`src/rtl/xed_pkg.sv`:
```
// Shared types, constants and entity tables for the XML entity decoder.
package xed_pkg;

  localparam int unsigned ENT_COUNT = 5;
  localparam int unsigned GRP_MAX   = 6;

  localparam logic [7:0] CH_AMP   = 8'h26;  // '&'
  localparam logic [4:0] ALL_CAND = 5'h1F;

  // Entity indexes, matching the candidate mask bit order
  localparam logic [2:0] ENT_AMP  = 3'd0;
  localparam logic [2:0] ENT_LT   = 3'd1;
  localparam logic [2:0] ENT_GT   = 3'd2;
  localparam logic [2:0] ENT_QUOT = 3'd3;
  localparam logic [2:0] ENT_APOS = 3'd4;

  // Bytes released by one item, first byte in slot 0
  typedef struct packed {
    logic [GRP_MAX-1:0][7:0] bytes;
    logic [2:0]              cnt;
    logic                    last;
  } xed_group_t;

  // Entity name after the '&', first character in the low byte
  function automatic logic [39:0] ent_word(input logic [2:0] idx);
    logic [39:0] w;
    w = '0;
    case (idx)
      ENT_AMP:  w = {8'h00, 8'h3B, 8'h70, 8'h6D, 8'h61};  // amp;
      ENT_LT:   w = {8'h00, 8'h00, 8'h3B, 8'h74, 8'h6C};  // lt;
      ENT_GT:   w = {8'h00, 8'h00, 8'h3B, 8'h74, 8'h67};  // gt;
      ENT_QUOT: w = {8'h3B, 8'h74, 8'h6F, 8'h75, 8'h71};  // quot;
      ENT_APOS: w = {8'h3B, 8'h73, 8'h6F, 8'h70, 8'h61};  // apos;
      default:  w = '0;
    endcase
    return w;
  endfunction

  function automatic logic [2:0] ent_len(input logic [2:0] idx);
    logic [2:0] n;
    n = 3'd0;
    case (idx)
      ENT_AMP:  n = 3'd4;
      ENT_LT:   n = 3'd3;
      ENT_GT:   n = 3'd3;
      ENT_QUOT: n = 3'd5;
      ENT_APOS: n = 3'd5;
      default:  n = 3'd0;
    endcase
    return n;
  endfunction

  function automatic logic [7:0] ent_sym(input logic [2:0] idx);
    logic [7:0] c;
    c = 8'h00;
    case (idx)
      ENT_AMP:  c = 8'h26;  // &
      ENT_LT:   c = 8'h3C;  // <
      ENT_GT:   c = 8'h3E;  // >
      ENT_QUOT: c = 8'h22;  // "
      ENT_APOS: c = 8'h27;  // '
      default:  c = 8'h00;
    endcase
    return c;
  endfunction

  // Character at position pos of an entity name, zero past its end
  function automatic logic [7:0] ent_char(input logic [2:0] idx, input logic [2:0] pos);
    logic [39:0] w;
    logic [7:0]  c;
    w = ent_word(idx);
    c = 8'h00;
    if (pos < 3'd5) begin
      c = w[{pos, 3'b000} +: 8];
    end
    return c;
  endfunction

  // Byte k of a held run: the '&' then a prefix of the entity name
  function automatic logic [7:0] held_byte(input logic [2:0] src, input logic [2:0] k);
    logic [7:0] c;
    if (k == 3'd0) begin
      c = CH_AMP;
    end else begin
      c = ent_char(src, k - 3'd1);
    end
    return c;
  endfunction

  // Lowest candidate still set, amp when the mask is empty
  function automatic logic [2:0] first_cand(input logic [4:0] mask);
    logic [2:0] s;
    s = ENT_AMP;
    for (int i = ENT_COUNT - 1; i >= 0; i--) begin
      if (mask[i]) begin
        s = 3'(i);
      end
    end
    return s;
  endfunction

endpackage

```
`src/rtl/xml_entity_decoder_core.sv`:
```
// Top level of the XML predefined entity decoder.
// Decodes &amp; &lt; &gt; &quot; and &apos; in a byte stream, one value per
// tlast-terminated run; any other '&' run is passed through literally and an
// unfinished one is flushed at the value's last byte. Bytes enter through an
// input register and are decoded in one pass into a group of up to six result
// bytes held in a group register; the serialiser then emits that group one
// byte per beat. Input is taken every cycle while groups are one byte or
// empty and the output is not stalled; a larger group holds the input until
// all its bytes are emitted, which evens out since bytes held inside an
// entity produce nothing when taken. The first result beat passes through
// the input register and then the group register before it is presented.
// Reset needs no clearing pass.
module xml_entity_decoder_core (
  input  logic       clk,
  input  logic       rst_n,
  input  logic       in_tvalid,
  output logic       in_tready,
  input  logic [7:0] in_tdata,    // [7:0] in_byte
  input  logic       in_tlast,    // in_last
  output logic       out_tvalid,
  input  logic       out_tready,
  output logic [7:0] out_tdata,   // [7:0] out_byte
  output logic       out_tlast    // out_last
);
  import xed_pkg::*;

  xed_group_t grp;
  logic       grp_valid;
  logic       grp_ready;

  xed_decode u_decode (
    .clk         (clk),
    .rst_n       (rst_n),
    .in_tvalid   (in_tvalid),
    .in_tready   (in_tready),
    .in_tdata    (in_tdata),
    .in_tlast    (in_tlast),
    .grp_o       (grp),
    .grp_valid_o (grp_valid),
    .grp_ready_i (grp_ready)
  );

  xed_serial u_serial (
    .clk         (clk),
    .rst_n       (rst_n),
    .grp_i       (grp),
    .grp_valid_i (grp_valid),
    .grp_ready_o (grp_ready),
    .out_tvalid  (out_tvalid),
    .out_tready  (out_tready),
    .out_tdata   (out_tdata),
    .out_tlast   (out_tlast)
  );

endmodule

```
`src/rtl/xed_decode.sv`:
```
// Input register, match state and single-pass decode of one byte into a result group.
module xed_decode (
  input  logic               clk,
  input  logic               rst_n,
  input  logic               in_tvalid,
  output logic               in_tready,
  input  logic [7:0]         in_tdata,    // [7:0] in_byte
  input  logic               in_tlast,
  output xed_pkg::xed_group_t grp_o,
  output logic               grp_valid_o,
  input  logic               grp_ready_i
);
  import xed_pkg::*;

  logic       in_valid_r;
  logic [7:0] in_byte_r;
  logic       in_last_r;
  logic [2:0] held_r,  held_nxt;
  logic [4:0] mask_r,  mask_nxt;

  logic [2:0] pos;
  logic [2:0] src_old, src_new;
  logic [4:0] match;
  logic       complete;
  logic [2:0] comp_idx;
  logic       brk;
  logic       is_amp;
  logic [2:0] a_len, c_len;
  logic       b_vld;
  logic [7:0] b_byte;
  logic [2:0] held_mid;
  logic [4:0] mask_mid;
  logic [2:0] cnt;
  logic       dec_fire;

  // Candidate match of the current byte against the held prefix
  always_comb begin
    pos      = held_r - 3'd1;
    match    = '0;
    complete = 1'b0;
    comp_idx = ENT_AMP;
    for (int i = 0; i < ENT_COUNT; i++) begin
      if (mask_r[i] && (pos < ent_len(3'(i))) && (ent_char(3'(i), pos) == in_byte_r)) begin
        match[i] = 1'b1;
        if (pos + 3'd1 == ent_len(3'(i))) begin
          complete = 1'b1;
          comp_idx = 3'(i);
        end
      end
    end
  end

  assign src_old = first_cand(mask_r);
  assign is_amp  = (in_byte_r == CH_AMP);
  assign brk     = (held_r != 3'd0) && (match == 5'd0);
  assign a_len   = brk ? held_r : 3'd0;

  // Byte handling after any broken hold is released
  always_comb begin
    b_vld    = 1'b0;
    b_byte   = in_byte_r;
    held_mid = 3'd0;
    mask_mid = 5'd0;
    if ((held_r == 3'd0) || brk) begin
      if (is_amp) begin
        held_mid = 3'd1;
        mask_mid = ALL_CAND;
      end else begin
        b_vld = 1'b1;
      end
    end else if (complete) begin
      b_vld  = 1'b1;
      b_byte = ent_sym(comp_idx);
    end else begin
      held_mid = held_r + 3'd1;
      mask_mid = match;
    end
  end

  // End of value flushes whatever is still held
  assign src_new  = first_cand(mask_mid);
  assign c_len    = in_last_r ? held_mid : 3'd0;
  assign held_nxt = in_last_r ? 3'd0 : held_mid;
  assign mask_nxt = in_last_r ? 5'd0 : mask_mid;
  assign cnt      = a_len + {2'b00, b_vld} + c_len;

  // Lay out released bytes: old hold, then the byte, then the flushed hold
  always_comb begin
    logic [2:0] k;
    grp_o.cnt  = cnt;
    grp_o.last = in_last_r;
    for (int j = 0; j < GRP_MAX; j++) begin
      k = 3'(j) - a_len - {2'b00, b_vld};
      if (3'(j) < a_len) begin
        grp_o.bytes[j] = held_byte(src_old, 3'(j));
      end else if ((3'(j) == a_len) && b_vld) begin
        grp_o.bytes[j] = b_byte;
      end else begin
        grp_o.bytes[j] = held_byte(src_new, k);
      end
    end
  end

  // An item with nothing to release never waits for the serialiser
  assign dec_fire    = in_valid_r && (grp_ready_i || (cnt == 3'd0));
  assign grp_valid_o = in_valid_r && (cnt != 3'd0);
  assign in_tready   = !in_valid_r || dec_fire;

  always_ff @(posedge clk) begin
    if (!rst_n) begin
      in_valid_r <= 1'b0;
      held_r     <= 3'd0;
      mask_r     <= 5'd0;
    end else begin
      if (in_tready) begin
        in_valid_r <= in_tvalid;
      end
      if (dec_fire) begin
        held_r <= held_nxt;
        mask_r <= mask_nxt;
      end
    end
  end

  // Input payload
  always_ff @(posedge clk) begin
    if (in_tready && in_tvalid) begin
      in_byte_r <= in_tdata;
      in_last_r <= in_tlast;
    end
  end

endmodule

```
`src/rtl/xed_serial.sv`:
```
// Result group register and byte-per-beat output serialiser.
module xed_serial (
  input  logic                clk,
  input  logic                rst_n,
  input  xed_pkg::xed_group_t grp_i,
  input  logic                grp_valid_i,
  output logic                grp_ready_o,
  output logic                out_tvalid,
  input  logic                out_tready,
  output logic [7:0]          out_tdata,   // [7:0] out_byte
  output logic                out_tlast
);
  import xed_pkg::*;

  xed_group_t grp_r;
  logic       grp_valid_r;
  logic [2:0] idx_r;
  logic       last_beat;
  logic       take;

  assign last_beat   = (idx_r == grp_r.cnt - 3'd1);
  assign take        = grp_valid_r && out_tready && last_beat;
  assign grp_ready_o = !grp_valid_r || take;

  assign out_tvalid = grp_valid_r;
  assign out_tdata  = grp_r.bytes[idx_r];
  assign out_tlast  = grp_r.last && last_beat;

  // Group occupancy and beat index
  always_ff @(posedge clk) begin
    if (!rst_n) begin
      grp_valid_r <= 1'b0;
      idx_r       <= 3'd0;
    end else if (grp_ready_o) begin
      grp_valid_r <= grp_valid_i;
      idx_r       <= 3'd0;
    end else if (out_tvalid && out_tready) begin
      idx_r <= idx_r + 3'd1;
    end
  end

  // Group payload
  always_ff @(posedge clk) begin
    if (grp_ready_o && grp_valid_i) begin
      grp_r <= grp_i;
    end
  end

endmodule

```
`config.mk`:
```
export PLATFORM = sky130hd
export DESIGN_NAME = xml_entity_decoder_core
export DESIGN_NICKNAME = d
export VERILOG_FILES = /design/src/rtl/xed_pkg.sv /design/src/rtl/xml_entity_decoder_core.sv /design/src/rtl/xed_decode.sv /design/src/rtl/xed_serial.sv
export SDC_FILE = /design/constraint.sdc
export NUM_CORES = 1
export LEC_CHECK = 0
export BUFFER_PORTS_ARGS = -buffer_cell sky130_fd_sc_hd__buf_2
export CORE_ASPECT_RATIO = 1.75
export CORE_MARGIN = 3
export CORE_UTILIZATION = 35
export CTS_BUF_LIST = sky130_fd_sc_hd__clkbuf_8
export CTS_CLUSTER_DIAMETER = 150
export DETAILED_ROUTE_END_ITERATION = 16
export GPL_TIMING_DRIVEN = 0
export SETUP_SLACK_MARGIN = 0.4
export SLEW_MARGIN = 20
export SYNTH_ARGS = -nofsm -noshare
export SYNTH_HDL_FRONTEND = slang
export SYNTH_SLANG_ARGS = --single-unit
```
`constraint.sdc`:
```
create_clock -name clk -period 17.85 [get_ports clk]
set_clock_uncertainty 0.15 [all_clocks]
set_input_delay 4.4625 -clock clk [delete_from_list [all_inputs] [get_ports clk]]
set_output_delay 4.4625 -clock clk [all_outputs]
set_load 0.01 [all_outputs]
```
---- Yosys cells after proc, flatten, opt, wreduce, memory -nomap -nowiden ----
Index checks and enable logic that the tools add are counted.
word-level totals
  register bits ........................... 74
  latch bits .............................. 0
  memory bits (writable) .................. 0
  memory bits (read-only) ................. 0
  output and inout bits ................... 11
  logic and storage cells ................. 247
  memories kept ........................... 0
cells by class
  $add $sub $neg .......................... 25
  multiply operators ...................... 0
  div/mod/pow operators ................... 0
  $lt $le $gt $ge ......................... 16
  equal/unequal tests ..................... 29
  shifts and indexed selects .............. 11
  mux-type cells .......................... 104
  bitwise logic cells ..................... 1
  reductions and logical operators ........ 46
operator list
  cell                       number
  $mux W40                   18
  $pmux W38 S5               2
  $mux W8                    31
  $shiftx A40 B7 Y8          6
  $shiftx A40 B7 Y8 const A  5
  $mux W3                    27
  $eq A8 B8 Y1               5
  $logic_not A3 Y1           12
  $pmux W6 S5                1
  $bmux W8 S3                1
  $logic_and A1 B1 Y1        24
  $lt A3 B3 Y1 const B       8
  $sub A3 B1 Y3 const B      8
  $mux W1                    20
  $mux W5                    4
  $eq A3 B2 Y1 const B       6
  $eq A3 B3 Y1               6
  $sub A3 B1 Y3              6
  $add A3 B1 Y3 const B      3
  $eq A3 B1 Y1 const B       3
  $eq A3 B3 Y1 const B       3
  $eq A8 B6 Y1 const B       1
  $eq A2 B3 Y1 const A       2
  $eq A3 B3 Y1 const A       2
  17 further kinds           28

---- Longest topological paths before layout ----
Gate-level depths: netlist (run 1).
  depth after elaboration ................. 34
  gate-level depth with buffers ........... 29
  mapped depth without buffers ............ 25

---- By module ----
From an unflattened synthesis (run 1), not the netlist that was laid out.
second synthesis, totals
  cells, all modules ...................... 757
  area total of the unflattened synthesis .. 6661.4 um^2
by module, submodules not included
  module      instances  cells an instance  area an instance (um^2)  sequential area each (um^2)
  xed_decode  1          637                4445.5                   450.4
  xed_serial  1          120                2215.9                   1641.6

---- Worst setup path before layout (run 1) ----
OpenSTA, ideal clock, no wires.
  kind .................................... register to output
  start point ............................. register u_decode.held_r[0]
  end point ............................... output port in_tready
  data arrival time ....................... 5.426 ns
  required time ........................... 13.238 ns
  setup slack ............................. 7.812 ns
  cell stages (with the launch flop) ...... 26
  path buffers ............................ 4
  cells stage by stage .................... dfxtp_1 -> clkbuf_1 -> clkinv_1 -> ha_1 -> xor2_2 -> inv_2 -> buf_2 -> ha_1 -> xnor2_1 -> nand3_1 -> or3_1 -> buf_1 -> nor2_1 -> a2111oi_4 -> a211oi_2 -> buf_2 -> a21oi_1 -> inv_1 -> and3_1 -> fa_1 -> inv_1 -> fa_1 -> inv_1 -> nor2_1 -> a21oi_1 -> inv_1
RTL lines
  element                   line                           RTL
  start: declaration        xed_decode.sv:18               logic [2:0] held_r, held_nxt;
  start signal: assignment  xed_decode.sv:119              held_r <= held_nxt;
  end: declaration          xml_entity_decoder_core.sv:17  output logic in_tready,

==> impl.org, run 1 <==
** Outcome
- The flow ran to the end, and the final reports show no timing, DRC or antenna violations.

** Drt
- Number of search-and-repair iterations in the first detailed-routing pass :: 5
- Number of DRC markers in iteration 0 :: 616
- DRC viols :: 0
- Vias after detailed routing :: 6018
- The count of nets left with antenna violations once routing finished came out at 0.
- In the routed layout, each cell is associated on average with a via count of 6.15.
- Summed over all layers, the routed wires come to 23.0 mm.
- Average wire per standard cell :: 23.5 µm

** STA
- Max-slew violation total from the final report :: 0
- Worst-margin pin slew :: 0.969 ns
- Number of endpoints failing setup at the final stage :: 0
- In the finished design, the share of the clock period the worst path needs comes to 66.2%.
- Unrepaired setup endpoints after global routing :: no
- Highest achievable clock rate :: 0.0846 GHz
- Setup_tns :: 0 ns
- Least setup slack across all paths after layout :: 6.03 ns
- The worst path needs 11.82 ns of the cycle, external delays included.
- WHS :: 0.377 ns
- Measured against its own limit, the worst slew margin works out to 34.6%.
- Number of hold violations in the final report :: 0

** Global routing
- Initial antenna violation count :: 0
- The number of global-route vias before repair was 5901.
- Gr ovfl total :: 0
- Maximum number of pins on one net before global-route repair :: 31
- Global-route wire length before repair :: 35.7 mm
- For this run, the total global-route usage over all layers was measured as 24.2%.

** Die
- The die is 107 µm wide.
- Die boundary height :: 183 µm
- Floorplan core area :: 17500 µm²
- Once the floorplan was initialized, standard cells occupied 35.8% of the core.
- Pin placement for this block handled 24 I/O pins.
- The die covers 19600 µm².
- Row count :: 64

** Yosys
- The synthesized design contains 74 register bits.
- Yosys mapped a number of flops with a built-in enable equal to 61.
- Counting every net in the synthesized netlist gives 752.
- The largest total area in the synthesized netlist belongs to sky130_fd_sc_hd__edfxtp_1.
- By area the synthesized netlist is led by sky130_fd_sc_hd__edfxtp_1, sky130_fd_sc_hd__ha_1, sky130_fd_sc_hd__dfxtp_1.
- Share of flip-flops with an asynchronous set or reset :: 0%
- For this run, the number of Yosys warnings is 0.
- In this run the cell area of the synthesized design comes to 6280 µm².
- By count the netlist is led by sky130_fd_sc_hd__edfxtp_1, sky130_fd_sc_hd__nand2_1, sky130_fd_sc_hd__nor2_1, sky130_fd_sc_hd__a21oi_1, sky130_fd_sc_hd__inv_1.
- Synthesis handed over a netlist of 707 instances.
- Unique cell type count in the Yosys netlist :: 82
- The share of synthesized area in the top cell type comes to 29.2%.
- Among all flip-flop cells after synthesis, the most frequent one is sky130_fd_sc_hd__edfxtp_1.
- Synthesized area divided by synthesized cell count :: 8.88 µm²
- Yosys instantiated no cell more often than sky130_fd_sc_hd__edfxtp_1.
- Share of the yosys chip area belonging to registers :: 33.3%

** Final layout
- The number of antenna diodes in the final layout is 0.
- Cells with a size suffix above 1 make up 11.8% of the layout.
- The area growth from synthesis to layout is 9.67%.
- Filler-free cell count of the finished design :: 978
- At the end of the flow the core is filled with cells to 39.3%.
- After routing the design area is 6890 µm².
- Net count, final :: 787

** Placed design
- Summing all placed instances gives a cell area of 6720 µm².
- Detailed placement finished with a half-perimeter wire length of 18.1 mm.
- In this run the tool buffered the top-level ports with 23 buffer cells.
- Post-placement setup slack :: 6.51 ns
- In this run, placement finished with an instance count of 962.
- Weighted congestion at the end of routability-driven global placement :: 1.03

** Worst setup path
- Reg2reg start :: u_decode.held_r[0]$_SDFFE_PN0P_
- STA classifies the critical path endpoint as a primary output.
- Data on the critical path arrives at its endpoint at 7.21 ns.
- The worst register-to-register path has a depth of 27.
- Data on the critical path is required at its endpoint by 13.24 ns.
- The critical path is of the reg -> out type.
- STA classifies the critical path startpoint as a flip-flop.
- In this run the worst path has a maximum fanout of 11.
- CP Launch Point :: u_decode.held_r[0]$_SDFFE_PN0P_

** Clocking
- Number of buffers inserted for hold repair after clock tree synthesis :: 0
- Counting the buffers created by CTS gives 9.
- Largest buffer count on any clock path :: 2
- After clock tree synthesis, the setup repair step added 0 buffers.
- Total number of clock tree sinks :: 74
- Resized cells post-CTS :: 0
- The later pin in the worst-skew pair is clocked with a latency of 0.38 ns.
- Clock-pin slew reported for the worst setup and hold paths after clock tree synthesis :: 0.08 ns
- Buffer cell driving the clock tree root :: sky130_fd_sc_hd__clkbuf_8
- CTS H-Tree Depth :: 3
- TritonCTS built the clock tree.

** Pwr
- Summed over all cells, the static leakage comes to 2.40 nW.
- PD cells :: 48.9 nW/µm²
- Pwr Total :: 0.337 mW
- Across the VDD grid, the largest voltage drop is 0.0279 mV.

** Flow run
- Max cap viols :: 0

** Worst hold path
- Along the worst hold path, the cell count comes to 2.
- Worst hold path class :: reg -> reg
- Start point of the worst hold path :: u_serial.out_tvalid$_SDFFE_PN0P_
## layout by cell type (no fill, tap or decap), drive strengths merged, types with 15 or more instances in the layout
cell    synthesis  layout
buf            12      36
nand2          55      55
ha             30      30
clkbuf         29      38
mux2i          18      18
nor3           33      33
nand3          37      37
xor2           15      15
edfxtp         61      61
a21oi          46      46
a31oi          18      18
o21ai          34      34
nor2           50      50
inv            41      43
## final cells by class
| class | instances | area, µm² |
|---|---|---|
| Clock buffer | 9 | 124 |
| Multi-Input combinational cell | 548 | 3870 |
| Inverter | 44 | 165 |
| Fill cell | 1798 | 10700 |
| Sequential cell | 74 | 2090 |
| Clock inverter | 7 | 46.3 |
| Timing Repair Buffer | 24 | 135 |
| Tap cell | 231 | 289 |
| Buffer | 41 | 165 |
## where the power goes
part           switching (mW)  leakage, nW  internal, mW
Clock                  0.0672       0.0868        0.0500
Combinational          0.0170         1.69       0.00929
Sequential            0.00199        0.629         0.192
## metal layers
metal  part of all wire, %  GRT usage, %
met3                   5.4          4.16
met5                     0             0
met4                   9.0          19.0
met2                    51          43.0
met1                    34          24.6
## final timing paths
path | to | slack, ns
min | u_serial.idx_r[1]$_SDFFE_PP0P_ | 0.38
min reg2reg | u_serial.idx_r[1]$_SDFFE_PP0P_ | 0.38
max | in_tready | 6.03
max reg2reg | u_serial.grp_r[41]$_DFFE_PP_ | 8.59
## sequential cells by signal, indices dropped and copies added (netlist names)
register	count
u_serial.grp_r	52
u_decode.in_byte_r	8
u_decode.mask_r	5
u_decode.held_r	3
u_serial.idx_r	3
u_decode.in_last_r	1
u_decode.in_valid_r	1
u_serial.out_tvalid	1
## worst max-delay path, stage by stage (launching register included)
cell and delay (ns):
sky130_fd_sc_hd__dfxtp_1 0.40, sky130_fd_sc_hd__clkbuf_1 0.30, sky130_fd_sc_hd__clkinv_1 0.39, sky130_fd_sc_hd__ha_1 0.37
sky130_fd_sc_hd__xor2_2 0.47, sky130_fd_sc_hd__inv_2 0.16, sky130_fd_sc_hd__buf_2 0.24, sky130_fd_sc_hd__ha_1 0.26
sky130_fd_sc_hd__xnor2_1 0.14, sky130_fd_sc_hd__nand3_1 0.08, sky130_fd_sc_hd__or3_1 0.10, sky130_fd_sc_hd__buf_1 0.22
sky130_fd_sc_hd__nor2_1 0.21, sky130_fd_sc_hd__a2111oi_4 0.88, sky130_fd_sc_hd__a211oi_2 0.18, sky130_fd_sc_hd__buf_2 0.26
sky130_fd_sc_hd__a21oi_1 0.34, sky130_fd_sc_hd__inv_1 0.12, sky130_fd_sc_hd__and3_1 0.20, sky130_fd_sc_hd__fa_1 0.41
sky130_fd_sc_hd__inv_1 0.08, sky130_fd_sc_hd__fa_1 0.40, sky130_fd_sc_hd__inv_1 0.09, sky130_fd_sc_hd__nor2_1 0.08
sky130_fd_sc_hd__a21oi_1 0.24, sky130_fd_sc_hd__inv_1 0.06, sky130_fd_sc_hd__buf_2 0.14
## cells by family after synthesis
group / share of synthesized area [%]
adders and majority gates: 6.62
muxes: 6.82
DFF: 33.3
buffers and inverters: 5.26
and+or+nand+nor: 20.6
AOI/OAI and AO/OA: 23.5
xor gates and xnor gates: 3.89
No activity file was read; power rests on OpenSTA's default activity.
==> run 2, diff against run 1 <==
clock period = 9.99 ns   (was 17.85 ns; I/O delays follow)
==> impl.org, run 2 (synthesis results as in run 1) <==
** Worst setup path
- Slowest CP cell :: sky130_fd_sc_hd__fa_1 (was sky130_fd_sc_hd__a2111oi_4)
- Worst path arrival time :: 6.33 ns (was 7.21 ns)
- The required time reported for the critical path endpoint is 7.34 ns (was 13.24 ns).
- The count of buffering cells on the critical path with inverters included was 11 (unchanged).
- Largest fanout on the critical path :: 11 (unchanged)
- Setup Crit Path Kind :: reg -> out (unchanged)
- The critical path depth in cells is 26 (unchanged).
- The delay of the slowest cell on the worst path was 0.41 ns (was 0.88 ns).
- CP delay by family, top :: buffers and inverters (unchanged)
- The depth of the worst register-to-register path is 27 (unchanged).
- CP startpoint kind :: flip-flop (unchanged)
- The capturing element type of the critical path was a primary output (unchanged).

** Final layout
- The layout overhead on the synthesized area came to 10.3% (was 9.67%).
- Register name with the most flops :: u_serial.grp_r (unchanged)
- Top Registers :: u_serial.grp_r: 52 flops, u_decode.in_byte_r: 8 flops, u_decode.mask_r: 5 flops (unchanged)
- The most common cell after layout, fill and taps aside is sky130_fd_sc_hd__edfxtp_1 (unchanged).
- The number of inserted diodes was 0 (unchanged).
- Highest-count cells in the layout ignoring fill and taps: sky130_fd_sc_hd__edfxtp_1, sky130_fd_sc_hd__nand2_1, sky130_fd_sc_hd__nor2_1, sky130_fd_sc_hd__a21oi_1, sky130_fd_sc_hd__inv_1 (unchanged).
- The proportion of layout cells with a drive suffix above 1 was 12.4% (was 11.8%).
- The net count of the finished layout was 789 (was 787).
- Final standard cell area without fillers :: 6930 µm² (was 6890 µm²)
- The number of flip-flops in the largest register is 52 (unchanged).

** STA
- Highest achievable clock rate :: 0.111 GHz
- The worst max-slew margin expressed relative to the limit is 31.1% (was 34.6%).
- Setup_tns :: 0 ns (unchanged)
- Number of endpoints failing setup at the final stage :: 0 (unchanged)
- Max-slew violation total from the final report :: 0 (unchanged)
- The smallest setup slack after layout is 1.01 ns (was 6.03 ns).
- The clock period could shrink to 8.98 ns.
- After layout, the worst path uses 89.9% of the clock period.
- The final hold violation count was 0 (unchanged).
- Unrepaired setup endpoints after global routing: no (unchanged).
- Worst-margin pin slew :: 1.02 ns (was 0.969 ns)

** Worst hold path
- Worst hold path class :: reg -> reg (unchanged)
- The hold-critical path depth is 2 (unchanged).

** Flow run
- The max-cap check violation count was 0 (unchanged).

** Placed design
- The worst setup slack before clock tree synthesis came to 0.614 ns (was 6.51 ns).
- The global placer's final weighted congestion was 1.03 (unchanged).
- Count of port buffers added during placement :: 23 (unchanged)
- The placed wire-length estimate after detailed placement came to 18.1 mm (unchanged).
- Placement Cell Area :: 6720 µm² (unchanged)

** Die
- Die Area :: 19600 µm² (unchanged)
- Floorplan core area :: 17500 µm² (unchanged)
- The total number of placement rows came to 64 (unchanged).
- The number of I/O pins was 24 (unchanged).
- The vertical die dimension is 183 µm (unchanged).
- Effective utilization at floorplan :: 35.8% (unchanged)
- X dimension of the die :: 107 µm (unchanged)

** Clocking
- The root cell of the clock tree was sky130_fd_sc_hd__clkbuf_8 (unchanged).
- The clock sink count was 74 (unchanged).
- Largest buffer count on any clock path :: 2 (unchanged)
- The number of H-tree levels was 3 (unchanged).
- The clock latency reported for the late side of the worst-skew pair was 0.39 ns (was 0.38 ns).
- The TritonCTS clock tree is done (unchanged).
- Clock-pin slew reported for the worst setup and hold paths after clock tree synthesis :: 0.09 ns (was 0.08 ns)
- The number of buffers created by CTS was 9 (unchanged).

** Pwr
- VDD IR max :: 0.0499 mV (was 0.0279 mV)
- The switching power of the nets is 0.155 mW (was 0.0862 mW).
- Proportion of power drawn by flip-flops and latches :: 57.4% (about the same)
- The internal power component is 0.448 mW (was 0.251 mW).
- The overall power of the completed layout came to 0.603 mW (was 0.337 mW).
- The part of the power in the clock network came to 34.8% (about the same).
- The logic gate share of total power was 7.8% (about the same).
- Leakage dissipation :: 2.41 nW (was 2.40 nW)
- The switching power as a share of total power is 25.6% (about the same).
- The power per cell area is 87.1 nW/µm² (was 48.9 nW/µm²).

** Drt
- The per-cell routed wire length is 23.6 µm (was 23.5 µm).
- The average vias per placed instance was 6.18 (was 6.15).
- The detailed-router iteration count before antenna repair came to 6 (was 5).
- The number of antenna-violating nets in the routed design was 0 (unchanged).
- The total routed wirelength is 23.1 mm (was 23.0 mm).
- Vias after detailed routing :: 6059 (was 6018)
- Number of DRC markers in iteration 0 :: 635 (was 616)
- DRC viols :: 0 (unchanged)

** Outcome
- Status: finished clean (unchanged).

** Global routing
- The number of antenna violations at the first check in global routing was 0 (unchanged).
- The maximum number of pins on one net before global-route repair came to 31 (unchanged).
- Gr usage total :: 24.2% (about the same)
- The global-route wire length before repair was 35.7 mm (about the same).
- Gr ovfl total :: 0 (unchanged)
- The number of global-route vias before repair came to 5901 (unchanged).
[run 2: timing repair]
item                                    CTS  global route
resized for setup                         1             4
hold buffers                              0             0
hold endpoints to repair                  0             0
endpoints found under the setup margin    1             1
pin swaps                                 1             0
setup buffers                             1             1
[run 2: stage by stage]
step,std cells,util (%),hold slack (ns)
after floorplan,707,-,0.316
after global placement,961,38.1,0.357
after detailed placement,962,38.3,0.364
after CTS,979,39.3,0.376
after global routing,980,39.5,0.418
final,980,39.5,0.377
[run 2: area by class of cell]
| cell class | count | area (µm²) |
|---|---|---|
| Buffer | 41 | 165 |
| Clock inverter | 7 | 46.3 |
| Fill cell | 1796 | 10600 |
| Timing Repair Buffer | 26 | 150 |
| Clock buffer | 9 | 124 |
| Tap cell | 231 | 289 |
| Inverter | 44 | 169 |
| Sequential cell | 74 | 2090 |
| Multi-Input combinational cell | 548 | 3890 |
[run 2: metal layers]
layer  part of all wire (%)  track usage [%]  vias up
met2                     51             43.1      305
met3                    6.0             4.19      110
met5                      0                0        -
met4                    9.2             18.7        0
met1                     34             24.6     2872
li1                       -                -     2772
[run 2: power groups by stage]
stage / sequential [mW] / combinational [mW] / clock, mW
2_1_floorplan: 0.353 / 0.0295 / 0
3_3_place_gp: 0.354 / 0.0445 / 0
3_5_place_dp: 0.353 / 0.0468 / 0
4_1_cts: 0.346 / 0.0469 / 0.213
5_1_grt: 0.347 / 0.0513 / 0.223
6_report: 0.346 / 0.0470 / 0.210
[run 2: final timing paths]
path | startpoint | endpoint | slack [ns]
setup / recovery | u_decode.held_r[0]$_SDFFE_PN0P_ | in_tready | 1.01
hold / removal | u_serial.out_tvalid$_SDFFE_PN0P_ | u_serial.idx_r[1]$_SDFFE_PP0P_ | 0.38
setup reg to reg | u_decode.held_r[0]$_SDFFE_PN0P_ | u_serial.grp_r[41]$_DFFE_PP_ | 1.64
hold reg to reg | u_serial.out_tvalid$_SDFFE_PN0P_ | u_serial.idx_r[1]$_SDFFE_PP0P_ | 0.38
[run 2: worst register-to-register path: cells and delay by family, from the launching register on]
| kind | cells | cell delay [ns] |
|---|---|---|
| fa+ha+maj | 5 | 1.65 |
| buf+inv | 11 | 3.06 |
| compound gates | 6 | 1.26 |
| xor+xnor | 1 | 0.35 |
| simple gates | 4 | 1.19 |
| flops | 1 | 0.40 |
==> run 3, diff against run 2 <==
SYNTH_HIERARCHICAL = 1   (was not set)
clock period = 8.9 ns   (was 9.99 ns; I/O delays follow)
==> impl.org, run 3 <==
** Outcome
- Status :: finished clean (unchanged)

** Pwr
- VDD IR max :: 0.0681 mV (was 0.0499 mV)
- Pwr Total :: 0.735 mW (was 0.603 mW)
- The power per cell area came to 98.1 nW/µm² (was 87.1 nW/µm²).
- The static leakage was 2.76 nW (was 2.41 nW).

** Global routing
- Global-route wire length before repair :: 36.4 mm (was 35.7 mm)
- The total overflow reported by the global router came to 0 (unchanged).
- Maximum number of pins on one net before global-route repair :: 27 (was 31)
- The number of antenna violations at the first check in global routing came to 0 (unchanged).
- Gr usage total :: 23.8% (was 24.2%)
- Vias in the first global route :: 6124 (was 5901)

** Placed design
- The worst setup slack before clock tree synthesis is 0.148 ns (was 0.614 ns).
- Final HPWL from detailed placement :: 19.6 mm (was 18.1 mm)
- The placement-stage cell area came to 7150 µm² (was 6720 µm²).
- The number of input and output port buffers inserted is 23 (unchanged).
- Weighted congestion at the end of routability-driven global placement :: 1.00 (was 1.03)

** Yosys
- The number of enable flip-flop cells after synthesis was 61 (unchanged).
- Post-synthesis cell type with the largest combined area :: sky130_fd_sc_hd__edfxtp_1 (unchanged)
- Mapped cell area :: 6660 µm² (was 6280 µm²)
- Warnings from Yosys :: 6 (was 0)
- Unique cell type count in the Yosys netlist :: 91 (was 82)
- Gate count after technology mapping :: 757 (was 707)
- The proportion of register bits with asynchronous set or reset after synthesis was 0% (unchanged).
- Synthesized area divided by synthesized cell count :: 8.80 µm² (was 8.88 µm²)
- The most numerous cell in the Yosys netlist was sky130_fd_sc_hd__edfxtp_1 (unchanged).
- Top cell types by occurrence after synthesis :: sky130_fd_sc_hd__edfxtp_1, sky130_fd_sc_hd__a21oi_1, sky130_fd_sc_hd__nand2_1, sky130_fd_sc_hd__nor2_1, sky130_fd_sc_hd__inv_1 (was sky130_fd_sc_hd__edfxtp_1, sky130_fd_sc_hd__nand2_1, sky130_fd_sc_hd__nor2_1, sky130_fd_sc_hd__a21oi_1, sky130_fd_sc_hd__inv_1)
- Largest cells by area after synthesis: sky130_fd_sc_hd__edfxtp_1, sky130_fd_sc_hd__ha_1, sky130_fd_sc_hd__a21oi_1 (was sky130_fd_sc_hd__edfxtp_1, sky130_fd_sc_hd__ha_1, sky130_fd_sc_hd__dfxtp_1).
- Net count after synthesis :: 802 (was 752)
- The number of storage elements in the synthesis netlist came to 74 (unchanged).
- The dominant synthesized flop cell is sky130_fd_sc_hd__edfxtp_1 (unchanged).
- Top-area cell type share of the netlist area :: 27.5% (was 29.2%)
- The share of synthesized area occupied by flip-flops and latches is 31.4% (was 33.3%).

** Clocking
- The root cell of the clock tree was sky130_fd_sc_hd__clkbuf_8 (unchanged).
- The clock latency reported for the late side of the worst-skew pair came to 0.37 ns (was 0.39 ns).
- Number of buffers inserted for hold repair after clock tree synthesis :: 0 (unchanged)
- The TritonCTS clock tree is done (unchanged).
- Total number of clock tree sinks :: 74 (unchanged)
- The number of buffers created by CTS was 9 (unchanged).
- The number of H-tree levels was 3 (unchanged).
- Largest buffer count on any clock path :: 2 (unchanged)
- The register clock-pin slew on the reported worst setup and hold paths came to 0.08 ns (was 0.09 ns).

** Final layout
- The layout overhead on the synthesized area came to 12.4% (was 10.3%).
- Number of antenna cells inserted :: 0 (unchanged)
- Most frequent standard cell in the layout excluding fill and tap cells :: sky130_fd_sc_hd__edfxtp_1 (unchanged)
- Highest-count cells in the layout ignoring fill and taps: sky130_fd_sc_hd__edfxtp_1, sky130_fd_sc_hd__nand2_1, sky130_fd_sc_hd__a21oi_1, sky130_fd_sc_hd__nor2_1, sky130_fd_sc_hd__inv_1 (was sky130_fd_sc_hd__edfxtp_1, sky130_fd_sc_hd__nand2_1, sky130_fd_sc_hd__nor2_1, sky130_fd_sc_hd__a21oi_1, sky130_fd_sc_hd__inv_1).
- Share of cells above drive strength 1 :: 15.4% (was 12.4%)
- The final standard cell area without fillers is 7490 µm² (was 6930 µm²).
- The number of flip-flops in the largest register was 52 (unchanged).
- Net count, final :: 844 (was 789)
- Top Registers :: u_serial/grp_r: 52 flops, u_decode/in_byte_r: 8 flops, u_decode/mask_r: 5 flops (was u_serial.grp_r: 52 flops, u_decode.in_byte_r: 8 flops, u_decode.mask_r: 5 flops)
- Register name with the most flops :: u_serial/grp_r (was u_serial.grp_r)

** Worst setup path
- Endpoint of the worst register-to-register path :: u_serial/grp_r[26]$_DFFE_PP_ (was u_serial.grp_r[41]$_DFFE_PP_)
- The worst setup path category is reg -> out (unchanged).
- Worst reg-to-reg setup slack :: 1.15 ns (was 1.64 ns)
- Slowest CP cell :: sky130_fd_sc_hd__fa_1 (unchanged)
- The data arrival time of the critical path is 5.92 ns (was 6.33 ns).
- The kind of launch point of the worst setup path is a flip-flop (unchanged).
- Largest fanout on the critical path :: 11 (unchanged)
- Reg2reg start :: u_decode/held_r[0]$_SDFFE_PN0P_ (was u_decode.held_r[0]$_SDFFE_PN0P_)
- Required time at the endpoint of the critical path :: 6.53 ns (was 7.34 ns)
- The depth of the worst register-to-register path was 25 (was 27).
- Type of destination of the critical path :: primary output (unchanged)
- The delay of the slowest cell on the worst path came to 0.41 ns (about the same).

** Worst hold path
- The worst-case hold path end point is u_serial/idx_r[0]$_SDFFE_PP0P_ (was u_serial.idx_r[1]$_SDFFE_PP0P_).
- The hold-critical path depth came to 2 (unchanged).
- Start point of the worst hold path :: u_serial/out_tvalid$_SDFFE_PN0P_ (was u_serial.out_tvalid$_SDFFE_PN0P_)
- Worst hold path class :: reg -> reg (unchanged)

** Die
- The starting density of the core was 35.7% (was 35.8%).
- The number of I/O pins was 24 (unchanged).
- Row count :: 66 (was 64)
- The placeable core region came to 18700 µm² (was 17500 µm²).
- Die Area :: 20800 µm² (was 19600 µm²)
- X dimension of the die :: 110 µm (was 107 µm)
- Die boundary height :: 189 µm (was 183 µm)

** Drt
- Average wire per standard cell :: 23.3 µm (was 23.6 µm)
- The starting DRC count in detailed routing came to 579 (was 635).
- The total number of vias is 6337 (was 6059).
- Number of search-and-repair iterations in the first detailed-routing pass :: 5 (was 6)
- The number of antenna-violating nets in the routed design is 0 (unchanged).
- The number of remaining DRC errors is 0 (unchanged).
- The average vias per placed instance was 6.08 (was 6.18).
- The total routed wirelength came to 24.3 mm (was 23.1 mm).

** STA
- Number of hold violations in the final report :: 0 (unchanged)
- Slew headroom :: 28.7% (was 31.1%)
- Max-slew violation total from the final report :: 0 (unchanged)
- Number of endpoints failing setup at the final stage :: 0 (unchanged)
- The smallest setup slack after layout was 0.601 ns (was 1.01 ns).
- The actual transition at the worst max-transition pin came to 1.06 ns (was 1.02 ns).
- The final critical path takes up 93.2% of the cycle.
- Unrepaired setup endpoints after global routing :: no (unchanged)
- Highest achievable clock rate :: 0.120 GHz
- After layout, the minimum clock period comes to 8.30 ns.

** Flow run
- The max-cap check violation count came to 0 (unchanged).
## run 3: changes by cell type after synthesis, sizes merged, moves of 6 or more
| cell | before | now |
|---|---|---|
| nand3 | 37 | 31 |
| and2 | 5 | 17 |
| nand2b | 4 | 11 |
| nor2b | 7 | 18 |
| a31oi | 18 | 11 |
| and3 | 12 | 19 |
| o221ai | 12 | 4 |
| a21oi | 46 | 53 |
| and4 | 1 | 8 |
## run 3: stage by stage
| stage | util [%] | TNS [ns] | hold WS (ns) | instances |
|---|---|---|---|---|
| 2_1_floorplan | - | 0 | 0.390 | 757 |
| 3_3_place_gp | 37.9 | -73.78 | 0.427 | 1018 |
| 3_5_place_dp | 38.3 | 0 | 0.458 | 1021 |
| 4_1_cts | 39.6 | 0 | 0.469 | 1037 |
| 5_1_grt | 40.1 | 0 | 0.512 | 1042 |
| 6_report | 40.1 | 0 | 0.470 | 1042 |
## run 3: cell families (layout without fill, tap and decap cells)
| logic type | count (synthesis) | in the layout | share of synthesized area [%] |
|---|---|---|---|
| flops | 74 | 74 | 31.4 |
| compound gates | 199 | 199 | 20.8 |
| xor+xnor | 19 | 19 | 3.01 |
| fa+ha+maj | 32 | 32 | 6.24 |
| buf+inv | 89 | 136 | 5.67 |
| simple gates | 311 | 311 | 26.3 |
| mux | 33 | 33 | 6.63 |
## run 3: layout make-up
type | count | area (µm²)
buffer | 45 | 225
clock buffer | 10 | 138
clock inverter | 6 | 65.1
fill | 1966 | 11200
inverter | 44 | 169
multi-input combinational | 594 | 4290
sequential | 74 | 2090
tap | 238 | 298
timing repair buffer | 31 | 215
## run 3: worst max-delay path: cells and delay by family, from the launching register on
family / cells / cell delay [ns]
adders and majority gates: 4 / 1.37
xor gates and xnor gates: 1 / 0.24
buffers and inverters: 10 / 1.63
AOI/OAI and AO/OA: 2 / 0.48
and+or+nand+nor: 8 / 1.42
DFF: 1 / 0.40
## run 3: metal layers
metal,up-vias,global-route usage (%),share of wire (%),wire (µm)
li1,2960,-,-,-
met1,2966,23.2,34,8200
met2,285,42.7,51,12500
met3,126,3.39,4.5,1100
met4,0,19.5,10,2500
met5,-,0,0,0
## run 3: report_power, final
| group | internal (mW) | total, mW | switching (mW) |
|---|---|---|---|
| logic | 0.0293 | 0.0747 | 0.0455 |
| registers | 0.387 | 0.393 | 0.00625 |
| clock network | 0.137 | 0.267 | 0.130 |
## run 3: how the worst max path moves through the flow
stage	to	slack, ns	start
6_report	in_tready	0.60	u_decode/held_r[0]$_SDFFE_PN0P_
5_1_grt	in_tready	0.25	u_decode/held_r[0]$_SDFFE_PN0P_
4_1_cts	in_tready	0.43	u_decode/held_r[0]$_SDFFE_PN0P_
3_5_place_dp	in_tready	0.15	u_decode/held_r[0]$_SDFFE_PN0P_
3_3_place_gp	u_serial/grp_r[32]$_DFFE_PP_	-1.43	u_decode/held_r[0]$_SDFFE_PN0P_
2_1_floorplan	u_serial/grp_r[0]$_DFFE_PP_	0.71	u_decode/held_r[0]$_SDFFE_PN0P_
## run 3: what timing repair did
item                                    CTS  global route
gates cloned                              0             0
endpoints found under the setup margin    1             1
setup buffers                             0             5
pin swaps                                 0             1
resized for setup                         7            14
